--- src/hdl/tthe_pkg.sv ---
package tthe_pkg;

    // angle and sample widths
    localparam int ANGLE_W   = 32;
    localparam int SAMPLE_W  = 16;
    localparam int KEEP_W    = 16;
    localparam int THR_W     = 15;
    localparam int MODE_W    = 2;
    localparam int TIME_W    = 16;
    localparam int STEP_W    = TIME_W - 1;

    // serial blend: difference, running partial product
    localparam int DIFF_W    = ANGLE_W + 1;
    localparam int FRAC_W    = ANGLE_W + 3;
    localparam int KCNT_W    = $clog2(KEEP_W + 1);

    // CORDIC datapath
    localparam int CORDIC_STEPS = 16;
    localparam int CORDIC_W     = ANGLE_W + 3;
    localparam int ATAN_LEN     = 24;
    localparam int CCNT_W       = $clog2(ATAN_LEN + 1);

    localparam logic [ANGLE_W-1:0] QUARTER_TURN = ANGLE_W'(16384);

    // configuration register indexes
    localparam int CFG_IDX_W = 2;
    typedef enum logic [CFG_IDX_W-1:0] {
        CFG_STEER_MODE      = 2'd0,
        CFG_TOUCH_THRESHOLD = 2'd1,
        CFG_ACCEL_KEEP      = 2'd2,
        CFG_CAMERA_KEEP     = 2'd3
    } t_cfg_idx;

    localparam logic [MODE_W-1:0] MODE_KEYS  = 2'd0;
    localparam logic [MODE_W-1:0] MODE_TOUCH = 2'd1;
    localparam logic [MODE_W-1:0] MODE_TILT  = 2'd2;

    localparam logic FUNC_POINTER = 1'b0;
    localparam logic FUNC_TICK    = 1'b1;

    localparam logic [1:0] ACT_DOWN = 2'd0;
    localparam logic [1:0] ACT_UP   = 2'd1;
    localparam logic [1:0] ACT_MOVE = 2'd2;

    // atan(2^-i) in 2^-32 turn
    function automatic logic [ANGLE_W-1:0] atan_turn(input logic [CCNT_W-1:0] idx);
        logic [ANGLE_W-1:0] v;
        case (idx)
            5'd0:    v = 32'h20000000;
            5'd1:    v = 32'h12E4051E;
            5'd2:    v = 32'h09FB385B;
            5'd3:    v = 32'h051111D4;
            5'd4:    v = 32'h028B0D43;
            5'd5:    v = 32'h0145D7E1;
            5'd6:    v = 32'h00A2F61E;
            5'd7:    v = 32'h00517C55;
            5'd8:    v = 32'h0028BE53;
            5'd9:    v = 32'h00145F2F;
            5'd10:   v = 32'h000A2F98;
            5'd11:   v = 32'h000517CC;
            5'd12:   v = 32'h00028BE6;
            5'd13:   v = 32'h000145F3;
            5'd14:   v = 32'h0000A2FA;
            5'd15:   v = 32'h0000517D;
            5'd16:   v = 32'h000028BE;
            5'd17:   v = 32'h0000145F;
            5'd18:   v = 32'h00000A30;
            5'd19:   v = 32'h00000518;
            5'd20:   v = 32'h0000028C;
            5'd21:   v = 32'h00000146;
            5'd22:   v = 32'h000000A3;
            5'd23:   v = 32'h00000051;
            default: v = '0;
        endcase
        return v;
    endfunction

endpackage

--- src/hdl/tthe_if.sv ---
interface tthe_in_if;
    logic                                valid;
    logic                                ready;
    logic                                func;
    logic [1:0]                          pointer_action;
    logic signed [tthe_pkg::SAMPLE_W-1:0] pointer_x;
    logic signed [tthe_pkg::SAMPLE_W-1:0] accel_x;
    logic signed [tthe_pkg::SAMPLE_W-1:0] accel_y;
    logic [tthe_pkg::TIME_W-1:0]         tick_time;
    logic                                key_left;
    logic                                key_right;

    modport source (output valid, func, pointer_action, pointer_x, accel_x, accel_y,
                    tick_time, key_left, key_right, input ready);
    modport sink   (input valid, func, pointer_action, pointer_x, accel_x, accel_y,
                    tick_time, key_left, key_right, output ready);
endinterface

interface tthe_out_if;
    logic                                valid;
    logic                                ready;
    logic signed [tthe_pkg::ANGLE_W-1:0] heading;
    logic signed [tthe_pkg::ANGLE_W-1:0] camera_angle;
    logic                                camera_valid;

    modport source (output valid, heading, camera_angle, camera_valid, input ready);
    modport sink   (input valid, heading, camera_angle, camera_valid, output ready);
endinterface

--- src/hdl/tilt_touch_heading_estimator.sv ---
// Heading estimator. Pointer words update the touch turn flags in touch mode.
// A tick outside tilt mode applies the heading step at accept, then runs the
// camera average in a bit-serial shift-add multiplier. A tilt tick runs the
// two accelerometer averages (skipped on the first tilt tick, which loads the
// samples), then the CORDIC, one rotation per cycle. A new word is taken only
// when the previous tick is finished; a finished result waits in the output
// register without blocking the input, but a result finished while that
// register is still full waits in the finish state and holds the input off.
module tilt_touch_heading_estimator (
    input  logic                              i_clk,
    input  logic                              i_rst_n,
    tthe_in_if.sink                           i_in,
    tthe_out_if.source                        o_out,
    input  logic                              i_cfg_we,
    input  logic [tthe_pkg::CFG_IDX_W-1:0]    i_cfg_idx,
    input  logic [tthe_pkg::KEEP_W-1:0]       i_cfg_data
);
    import tthe_pkg::*;

    typedef enum logic [1:0] {ST_IDLE, ST_BLEND, ST_CORDIC, ST_FINISH} t_state;

    t_state r_state;

    logic [MODE_W-1:0]         r_mode;
    logic [THR_W-1:0]          r_thr;
    logic [KEEP_W-1:0]         r_akeep, r_ckeep;
    logic                      r_left, r_right, r_seeded, r_tilt;
    logic signed [ANGLE_W-1:0] r_avg_x, r_avg_y, r_heading, r_cam;
    logic                      r_out_valid, r_out_cv;
    logic signed [ANGLE_W-1:0] r_out_heading, r_out_cam;

    logic                      in_acc, tick_acc, ptr_acc, tilt;
    logic [STEP_W-1:0]         step;
    logic [TIME_W:0]           step_sum;
    logic signed [ANGLE_W-1:0] heading_keys;
    logic signed [THR_W+1:0]   px, thr_pos, thr_neg;
    logic                      bx_start, by_start, bx_done, by_done;
    logic signed [DIFF_W-1:0]  dx, dy;
    logic [KEEP_W-1:0]         keep_sel;
    logic signed [FRAC_W-1:0]  hx, hy;
    logic signed [ANGLE_W-1:0] new_avg_x, new_avg_y, new_cam;
    logic                      c_start, c_done;
    logic signed [ANGLE_W-1:0] c_x, c_y, c_angle;
    logic signed [ANGLE_W-1:0] sx_full, sy_full;
    logic                      out_free;

    assign in_acc   = i_in.valid && i_in.ready;
    assign tick_acc = in_acc && (i_in.func == FUNC_TICK);
    assign ptr_acc  = in_acc && (i_in.func == FUNC_POINTER);
    assign tilt     = (r_mode == MODE_TILT);
    assign out_free = !r_out_valid || o_out.ready;

    // heading step from keys and flags
    always_comb begin
        step_sum     = {1'b0, i_in.tick_time} + (TIME_W + 1)'(2);
        step         = step_sum[TIME_W:2];
        heading_keys = r_heading;
        if (i_in.key_left || r_left)
            heading_keys = heading_keys + ANGLE_W'(step);
        if (i_in.key_right || r_right)
            heading_keys = heading_keys - ANGLE_W'(step);
    end

    // touch zone comparisons
    always_comb begin
        px      = (THR_W + 2)'(i_in.pointer_x);
        thr_pos = (THR_W + 2)'({1'b0, r_thr});
        thr_neg = -thr_pos;
    end

    // blend lane setup
    always_comb begin
        sx_full  = {i_in.accel_x, 16'h0000};
        sy_full  = {i_in.accel_y, 16'h0000};
        dx       = tilt ? DIFF_W'(r_avg_x) - DIFF_W'(sx_full)
                        : DIFF_W'(r_cam) - DIFF_W'(heading_keys);
        dy       = DIFF_W'(r_avg_y) - DIFF_W'(sy_full);
        keep_sel = tilt ? r_akeep : r_ckeep;
        bx_start = tick_acc && (!tilt || r_seeded);
        by_start = tick_acc && tilt && r_seeded;
    end

    tthe_blend u_blend_x (
        .i_clk   (i_clk),
        .i_rst_n (i_rst_n),
        .i_start (bx_start),
        .i_diff  (dx),
        .i_keep  (keep_sel),
        .o_done  (bx_done),
        .o_frac  (hx)
    );

    tthe_blend u_blend_y (
        .i_clk   (i_clk),
        .i_rst_n (i_rst_n),
        .i_start (by_start),
        .i_diff  (dy),
        .i_keep  (keep_sel),
        .o_done  (by_done),
        .o_frac  (hy)
    );

    // blend target plus scaled difference
    always_comb begin
        new_avg_x = ANGLE_W'(FRAC_W'(r_avg_x) + hx);
        new_avg_y = ANGLE_W'(FRAC_W'(r_avg_y) + hy);
        new_cam   = ANGLE_W'(FRAC_W'(r_heading) + hx);
        // targets were taken into r_avg at accept, see below
    end

    // CORDIC start: straight from samples on the seeding tick, else new averages
    always_comb begin
        c_start = (tick_acc && tilt && !r_seeded) ||
                  (r_state == ST_BLEND && bx_done && r_tilt);
        c_x     = (r_state == ST_BLEND) ? new_avg_x : sx_full;
        c_y     = (r_state == ST_BLEND) ? new_avg_y : sy_full;
    end

    tthe_cordic u_cordic (
        .i_clk   (i_clk),
        .i_rst_n (i_rst_n),
        .i_start (c_start),
        .i_x     (c_x),
        .i_y     (c_y),
        .o_done  (c_done),
        .o_angle (c_angle)
    );

    // control, configuration and state
    always_ff @(posedge i_clk) begin
        if (!i_rst_n) begin
            r_state     <= ST_IDLE;
            r_mode      <= MODE_KEYS;
            r_thr       <= THR_W'(25);
            r_akeep     <= KEEP_W'(58982);
            r_ckeep     <= KEEP_W'(52429);
            r_left      <= 1'b0;
            r_right     <= 1'b0;
            r_seeded    <= 1'b0;
            r_tilt      <= 1'b0;
            r_avg_x     <= '0;
            r_avg_y     <= '0;
            r_heading   <= '0;
            r_cam       <= '0;
            r_out_valid <= 1'b0;
        end else begin
            if (i_cfg_we) begin
                case (i_cfg_idx)
                    CFG_STEER_MODE:      r_mode  <= i_cfg_data[MODE_W-1:0];
                    CFG_TOUCH_THRESHOLD: r_thr   <= i_cfg_data[THR_W-1:0];
                    CFG_ACCEL_KEEP:      r_akeep <= i_cfg_data;
                    CFG_CAMERA_KEEP:     r_ckeep <= i_cfg_data;
                    default: ;
                endcase
            end

            // drained word; the finish state reloads it in the same cycle
            if (r_out_valid && o_out.ready && r_state != ST_FINISH)
                r_out_valid <= 1'b0;

            case (r_state)
                ST_IDLE: begin
                    if (ptr_acc && r_mode == MODE_TOUCH) begin
                        if (r_left) begin
                            if (i_in.pointer_action == ACT_UP || px > thr_neg)
                                r_left <= 1'b0;
                        end else if (i_in.pointer_action == ACT_DOWN && px < thr_neg) begin
                            r_left <= 1'b1;
                        end
                        if (r_right) begin
                            if (i_in.pointer_action == ACT_UP || px < thr_pos)
                                r_right <= 1'b0;
                        end else if (i_in.pointer_action == ACT_DOWN && px > thr_pos) begin
                            r_right <= 1'b1;
                        end
                    end
                    if (tick_acc) begin
                        r_tilt <= tilt;
                        if (tilt) begin
                            // averages hold the targets while the lanes run
                            r_avg_x <= sx_full;
                            r_avg_y <= sy_full;
                            if (r_seeded) begin
                                r_state <= ST_BLEND;
                            end else begin
                                r_seeded <= 1'b1;
                                r_state  <= ST_CORDIC;
                            end
                        end else begin
                            r_heading <= heading_keys;
                            r_state   <= ST_BLEND;
                        end
                    end
                end
                ST_BLEND: begin
                    if (bx_done) begin
                        if (r_tilt) begin
                            r_avg_x <= new_avg_x;
                            r_avg_y <= new_avg_y;
                            r_state <= ST_CORDIC;
                        end else begin
                            r_cam   <= new_cam;
                            r_state <= ST_FINISH;
                        end
                    end
                end
                ST_CORDIC: begin
                    if (c_done) begin
                        r_heading <= c_angle - QUARTER_TURN;
                        r_state   <= ST_FINISH;
                    end
                end
                ST_FINISH: begin
                    if (out_free) begin
                        r_out_valid <= 1'b1;
                        r_state     <= ST_IDLE;
                    end
                end
                default: r_state <= ST_IDLE;
            endcase
        end
    end

    // output word
    always_ff @(posedge i_clk) begin
        if (r_state == ST_FINISH && out_free) begin
            r_out_heading <= r_heading;
            r_out_cam     <= r_tilt ? '0 : r_cam;
            r_out_cv      <= !r_tilt;
        end
    end

    assign i_in.ready          = (r_state == ST_IDLE);
    assign o_out.valid         = r_out_valid;
    assign o_out.heading       = r_out_heading;
    assign o_out.camera_angle  = r_out_cam;
    assign o_out.camera_valid  = r_out_cv;

    // checks
    a_blend_in_state: assert property (@(posedge i_clk) disable iff (!i_rst_n)
        bx_done |-> (r_state == ST_BLEND)) else $error("blend done outside blend state");
    a_lanes_align: assert property (@(posedge i_clk) disable iff (!i_rst_n)
        by_done |-> bx_done) else $error("blend lanes out of step");
    a_cordic_in_state: assert property (@(posedge i_clk) disable iff (!i_rst_n)
        c_done |-> (r_state == ST_CORDIC)) else $error("cordic done outside cordic state");
    a_finish_loads: assert property (@(posedge i_clk) disable iff (!i_rst_n)
        (r_state == ST_FINISH && !r_out_valid) |=> r_out_valid)
        else $error("finished word not loaded");
    a_seed_sticky: assert property (@(posedge i_clk) disable iff (!i_rst_n)
        !$fell(r_seeded)) else $error("seed flag dropped");

endmodule

--- src/hdl/tthe_blend.sv ---
// Bit-serial exponential blend lane: o_frac = floor(i_diff * i_keep / 2^16),
// one keep bit per cycle, LSB first, arithmetic right shift each step.
module tthe_blend (
    input  logic                                i_clk,
    input  logic                                i_rst_n,
    input  logic                                i_start,
    input  logic signed [tthe_pkg::DIFF_W-1:0]  i_diff,
    input  logic [tthe_pkg::KEEP_W-1:0]         i_keep,
    output logic                                o_done,
    output logic signed [tthe_pkg::FRAC_W-1:0]  o_frac
);
    import tthe_pkg::*;

    logic signed [DIFF_W-1:0] r_d;
    logic [KEEP_W-1:0]        r_k;
    logic signed [FRAC_W-1:0] r_h, n_h;
    logic [KCNT_W-1:0]        r_cnt;
    logic                     r_busy;
    logic                     r_done;

    // one shift-add step
    always_comb begin
        n_h = r_h + (r_k[0] ? FRAC_W'(r_d) : FRAC_W'(0));
        n_h = n_h >>> 1;
    end

    always_ff @(posedge i_clk) begin
        if (!i_rst_n) begin
            r_busy <= 1'b0;
            r_done <= 1'b0;
            r_cnt  <= '0;
        end else begin
            r_done <= 1'b0;
            if (i_start) begin
                r_busy <= 1'b1;
                r_cnt  <= KCNT_W'(KEEP_W);
            end else if (r_busy) begin
                r_cnt <= r_cnt - 1'b1;
                if (r_cnt == KCNT_W'(1)) begin
                    r_busy <= 1'b0;
                    r_done <= 1'b1;
                end
            end
        end
    end

    // datapath
    always_ff @(posedge i_clk) begin
        if (i_start) begin
            r_d <= i_diff;
            r_k <= i_keep;
            r_h <= '0;
        end else if (r_busy) begin
            r_k <= r_k >> 1;
            r_h <= n_h;
        end
    end

    assign o_done = r_done;
    assign o_frac = r_h;

endmodule

--- src/hdl/tthe_cordic.sv ---
// Iterative CORDIC atan2 in vectoring mode, one micro-rotation per cycle.
// o_angle is in 2^-16 turn, rounded half up; zero vector gives zero.
module tthe_cordic (
    input  logic                                i_clk,
    input  logic                                i_rst_n,
    input  logic                                i_start,
    input  logic signed [tthe_pkg::ANGLE_W-1:0] i_x,
    input  logic signed [tthe_pkg::ANGLE_W-1:0] i_y,
    output logic                                o_done,
    output logic signed [tthe_pkg::ANGLE_W-1:0] o_angle
);
    import tthe_pkg::*;

    logic signed [CORDIC_W-1:0] r_x, r_y, r_z;
    logic signed [CORDIC_W-1:0] xs, ys, at, zr;
    logic [CCNT_W-1:0]          r_i;
    logic                       r_busy, r_done, r_zero;

    localparam logic signed [CORDIC_W-1:0] HALF_TURN = CORDIC_W'(64'sd2147483648);
    localparam logic signed [CORDIC_W-1:0] ROUND_ADD = CORDIC_W'(32768);

    always_comb begin
        xs = r_x >>> r_i;
        ys = r_y >>> r_i;
        at = CORDIC_W'(atan_turn(r_i));
        zr = (r_z + ROUND_ADD) >>> 16;
    end

    always_ff @(posedge i_clk) begin
        if (!i_rst_n) begin
            r_busy <= 1'b0;
            r_done <= 1'b0;
            r_i    <= '0;
        end else begin
            r_done <= 1'b0;
            if (i_start) begin
                r_busy <= 1'b1;
                r_i    <= '0;
            end else if (r_busy) begin
                r_i <= r_i + 1'b1;
                if (r_i == CCNT_W'(CORDIC_STEPS - 1)) begin
                    r_busy <= 1'b0;
                    r_done <= 1'b1;
                end
            end
        end
    end

    // pre-rotation by a half turn for the left half plane, then micro-rotations
    always_ff @(posedge i_clk) begin
        if (i_start) begin
            r_zero <= (i_x == '0) && (i_y == '0);
            if (i_x < 0) begin
                r_x <= -CORDIC_W'(i_x);
                r_y <= -CORDIC_W'(i_y);
                r_z <= (i_y >= 0) ? HALF_TURN : -HALF_TURN;
            end else begin
                r_x <= CORDIC_W'(i_x);
                r_y <= CORDIC_W'(i_y);
                r_z <= '0;
            end
        end else if (r_busy) begin
            if (r_y > 0) begin
                r_x <= r_x + ys;
                r_y <= r_y - xs;
                r_z <= r_z + at;
            end else begin
                r_x <= r_x - ys;
                r_y <= r_y + xs;
                r_z <= r_z - at;
            end
        end
    end

    assign o_done  = r_done;
    assign o_angle = r_zero ? '0 : ANGLE_W'(zr);

endmodule

--- src/flat_wrapper.sv ---
// flat-port wrapper written by rule: the top's interface ports become plain ports
module tilt_touch_heading_estimator_flat import tthe_pkg::*;
  (i_clk, i_rst_n, i_cfg_we, i_cfg_idx, i_cfg_data, i_in_valid, i_in_func, i_in_pointer_action, i_in_pointer_x, i_in_accel_x, i_in_accel_y, i_in_tick_time, i_in_key_left, i_in_key_right, i_in_ready, o_out_valid, o_out_heading, o_out_camera_angle, o_out_camera_valid, o_out_ready);
  tthe_in_if i_in_i ();
  tthe_out_if o_out_i ();
  input  logic i_clk;
  input  logic i_rst_n;
  input  logic i_cfg_we;
  input  logic [tthe_pkg::CFG_IDX_W-1:0] i_cfg_idx;
  input  logic [tthe_pkg::KEEP_W-1:0] i_cfg_data;
  input wire logic [$bits(i_in_i.valid)-1:0] i_in_valid;
  input wire logic [$bits(i_in_i.func)-1:0] i_in_func;
  input wire logic [$bits(i_in_i.pointer_action)-1:0] i_in_pointer_action;
  input wire logic [$bits(i_in_i.pointer_x)-1:0] i_in_pointer_x;
  input wire logic [$bits(i_in_i.accel_x)-1:0] i_in_accel_x;
  input wire logic [$bits(i_in_i.accel_y)-1:0] i_in_accel_y;
  input wire logic [$bits(i_in_i.tick_time)-1:0] i_in_tick_time;
  input wire logic [$bits(i_in_i.key_left)-1:0] i_in_key_left;
  input wire logic [$bits(i_in_i.key_right)-1:0] i_in_key_right;
  output wire logic [$bits(i_in_i.ready)-1:0] i_in_ready;
  output wire logic [$bits(o_out_i.valid)-1:0] o_out_valid;
  output wire logic [$bits(o_out_i.heading)-1:0] o_out_heading;
  output wire logic [$bits(o_out_i.camera_angle)-1:0] o_out_camera_angle;
  output wire logic [$bits(o_out_i.camera_valid)-1:0] o_out_camera_valid;
  input wire logic [$bits(o_out_i.ready)-1:0] o_out_ready;
  assign i_in_i.valid = i_in_valid;
  assign i_in_i.func = i_in_func;
  assign i_in_i.pointer_action = i_in_pointer_action;
  assign i_in_i.pointer_x = i_in_pointer_x;
  assign i_in_i.accel_x = i_in_accel_x;
  assign i_in_i.accel_y = i_in_accel_y;
  assign i_in_i.tick_time = i_in_tick_time;
  assign i_in_i.key_left = i_in_key_left;
  assign i_in_i.key_right = i_in_key_right;
  assign i_in_ready = i_in_i.ready;
  assign o_out_valid = o_out_i.valid;
  assign o_out_heading = o_out_i.heading;
  assign o_out_camera_angle = o_out_i.camera_angle;
  assign o_out_camera_valid = o_out_i.camera_valid;
  assign o_out_i.ready = o_out_ready;
  tilt_touch_heading_estimator u_core (.i_clk(i_clk), .i_rst_n(i_rst_n), .i_in(i_in_i), .o_out(o_out_i), .i_cfg_we(i_cfg_we), .i_cfg_idx(i_cfg_idx), .i_cfg_data(i_cfg_data));
endmodule
--- config.mk ---
export PLATFORM = sky130hd
export DESIGN_NAME = tilt_touch_heading_estimator_flat
export DESIGN_NICKNAME = d
export VERILOG_FILES = /design/src/hdl/tthe_pkg.sv /design/src/hdl/tthe_if.sv /design/src/hdl/tilt_touch_heading_estimator.sv /design/src/hdl/tthe_blend.sv /design/src/hdl/tthe_cordic.sv /design/src/flat_wrapper.sv
export SDC_FILE = /design/constraint.sdc
export NUM_CORES = 2
export LEC_CHECK = 0
export BUFFER_PORTS_ARGS = -buffer_cell sky130_fd_sc_hd__buf_2
export CAP_MARGIN = 15
export CELL_PAD_IN_SITES_DETAIL_PLACEMENT = 1
export CELL_PAD_IN_SITES_GLOBAL_PLACEMENT = 1
export CORE_MARGIN = 2
export CORE_UTILIZATION = 44
export DETAILED_ROUTE_END_ITERATION = 10
export HOLD_SLACK_MARGIN = 0.12
export PLACE_DENSITY_LB_ADDON = 0.1
export SYNTH_ARGS = -nofsm -noshare
export SYNTH_HDL_FRONTEND = slang
export SYNTH_HIERARCHICAL = 1
export SYNTH_SLANG_ARGS = --single-unit
--- constraint.sdc ---
create_clock -name i_clk -period 7.1 [get_ports i_clk]
set_clock_uncertainty 0.1 [all_clocks]
set_input_delay 0.71 -clock i_clk [delete_from_list [all_inputs] [get_ports i_clk]]
set_output_delay 0.71 -clock i_clk [all_outputs]
set_load 0.01 [all_outputs]
==> out/qor.yml <==
outcome:
  outcome: "complete, no violations"
clock_network:
  cts.sink_count: 571
  cts_tree: "yes"
  clock_latency_ns: 0.66
  cts_buffers: 73
  cts_buffer_depth: 3
  htree_levels: 3
  path_clk_slew_ns: 0.06
  clockRootBuffer: "clkbuf_16"
logic_synthesis:
  syn-instance-count: 6231
  syn_area_per_cell_um2: 8.23
  synth_area_um2: 51300
  yosysWarnings: 6
  syn_nets: 6737
place:
  io_buffers: 157
  post-place-ws_ns: -0.981
  dp_hpwl_mm: 141
  routabilityCongestion: 0.954
cells_and_area:
  nets: 7101
  drive_gt1_share_pct: 16.3
  area_growth_pct: 15.3
  n_fill_cell: 14000
floorplanning:
  fp-row-count: 125
  initial_core_util_pct: 44.3
  coreArea_um2: 116000
  die-area_um2: 119000
  die_y_um: 345
  die_w_um: 345
  pin_count: 159
route:
  num_vias: 48700
  drt-pass1-iter-count: 6
  wl_mm: 184
  wl_per_cell_um: 22.5
  viasPerCell: 5.96
  drcViolationCount: 0
  antenna_left: 0
  drt-initial-drc-count: 3221
timing:
  period_minus_slack_ns: 7.00
  hold_violations: 0
  setup_viol_count_final: 0
  relSlewSlack_pct: 29.5
  min_period_over_period_pct: 98.6
  finalSetupTns_ns: 0
  worst_pin_slew_ns: 1.06
  worst_slack_ns: 0.0992
  fmax_ghz: 0.143
  maxSlewViolCount: 0
pwr:
  vdd_drop_max_v: 0.000272
  powerDensity_nw_per_um2: 308
  p_leak_nw: 24.6
flow_run:
  maxCapViolCount: 0
worst_setup_path:
  end_kind: "register"
  cp_slowest_stage_delay_ns: 0.41
  worstSetupPathType: "in2reg"
  start_kind: "input port"
  cp_data_required_time_ns: 7.36
  crit_fanout: 3
  crit_arrival_ns: 7.26
  cpMostUsedCell: "ha_4"
  critPathTopFamily: "compound AO/OA/AOI/OAI gates"
  crit_slowest_cell: "a2111o_1"
  worst-path-buf-inv: 2
hold_path:
  hold_class: "in2reg"
grt:
  grtUsageTotal_pct: 29.7
  grt_antenna_before_repair: 0
  grt_overflow: 0
  grt_pass1_vias: 49800
  grt_max_degree: 78
  grt_pass1_wl_mm: 285
routing by layer:
metal | track usage (%) | vias up | routed length, µm
li1 | - | 23300 | -
met1 | 40.3 | 24100 | 85100
met2 | 49.8 | 1061 | 85900
met3 | 3.20 | 272 | 8070
met4 | 8.31 | 0 | 5250
met5 | 0 | - | 0
stage by stage:
step                power (mW)  instances  hold slack [ns]  cell area, µm²  utilization, %
floorplan                 10.4       6231            0.332           51300               -
global placement          13.4       8012            0.342           55700            48.1
detailed placement        13.6       8012            0.349           55700            48.1
CTS                       17.8       8150            0.168           58300            50.3
global route              19.5       8180            0.208           59100            51.0
finish                    18.2       8181            0.213           59200            51.0
report_power, final:
| part | switching, mW | internal (mW) | total, mW |
|---|---|---|---|
| Combinational | 5.46 | 4.31 | 9.77 |
| Clock | 1.59 | 2.37 | 3.96 |
| Sequential | 0.476 | 4.00 | 4.48 |
cells in the final DEF (no fill, tap or decap), types with 22 or more instances in the layout:
cell         n
o21ai_1     22
mux2_2      79
clkbuf_16   78
nor2b_1     71
nor2_1     532
buf_4      417
nand2b_1    88
a21o_1     119
mux4_2      56
or3_1       38
xnor2_1    320
nor3_1     109
a21oi_1    515
or2_2       32
o21bai_1    60
nand4_1     58
edfxtp_1   269
nand2_1    773
dfxtp_1    297
o21ai_0    388
o211ai_1    57
nand3_1    143
nor4_1      51
mux2i_1    126
clkbuf_1    22
xor2_1     183
a31oi_1     54
ha_1       389
inv_1      238
o21a_1      53
and3_1      46
a211oi_1    62
buf_2      153
o31ai_1     51
and2_1     111
flip-flops by register name, summed over array words and instances (netlist names), 5 cells and up:
name / cells
u_core/u_cordic/r_x: 35
u_core/u_cordic/r_y: 35
u_core/u_cordic/r_z: 35
u_core/u_blend_x/o_frac: 34
u_core/u_blend_y/o_frac: 34
u_core/u_blend_x/r_d: 33
u_core/u_blend_y/r_d: 33
u_core/o_out.camera_angle: 32
u_core/o_out.heading: 32
u_core/r_avg_x: 32
u_core/r_avg_y: 32
u_core/r_cam: 32
u_core/r_heading: 32
u_core/u_cordic/at: 30
u_core/r_akeep: 16
u_core/r_ckeep: 16
u_core/u_blend_x/r_k: 16
u_core/u_blend_y/r_k: 16
u_core/r_thr: 15
u_core/u_blend_x/r_cnt: 5
u_core/u_blend_y/r_cnt: 5
u_core/u_cordic/r_i: 5
worst min-delay path, cell delays in order:
cell and delay, ns:
buf_2 0.10, nand2_1 0.05, nand3_1 0.07
cell type report:
| cell class | count | area (µm²) | share of cell area [%] |
|---|---|---|---|
| Antenna cell | 1 | 2.50 | 0.00423 |
| Sequential cell | 571 | 14100 | 23.9 |
| Clock inverter | 28 | 378 | 0.639 |
| Tap cell | 1524 | 1910 | 3.22 |
| Inverter | 244 | 921 | 1.56 |
| Clock buffer | 108 | 2140 | 3.63 |
| Timing Repair Buffer | 583 | 4080 | 6.90 |
| Multi-Input combinational cell | 5122 | 35600 | 60.2 |
worst paths after layout:
kind                       start                       end  slack (ns)  cells past startpoint
max reg2reg  u_core/r_heading[0]  u_core/u_blend_x/r_d[31]        0.30                     33
min reg2reg    u_core/r_akeep[7]         u_core/r_akeep[7]        0.36                      2
min                i_cfg_data[6]         u_core/r_akeep[6]        0.21                      3
max            i_in_tick_time[1]  u_core/u_blend_x/r_d[31]         0.1                     38
timing repair:
action / in CTS / in global routing
resized for setup: 18 / 130
pin swaps: 9 / 77
buffers inserted: 2 / 29
hold buffers: 0 / 0
setup endpoints to repair: 7 / 16
Power figures use the tool's default switching activity.
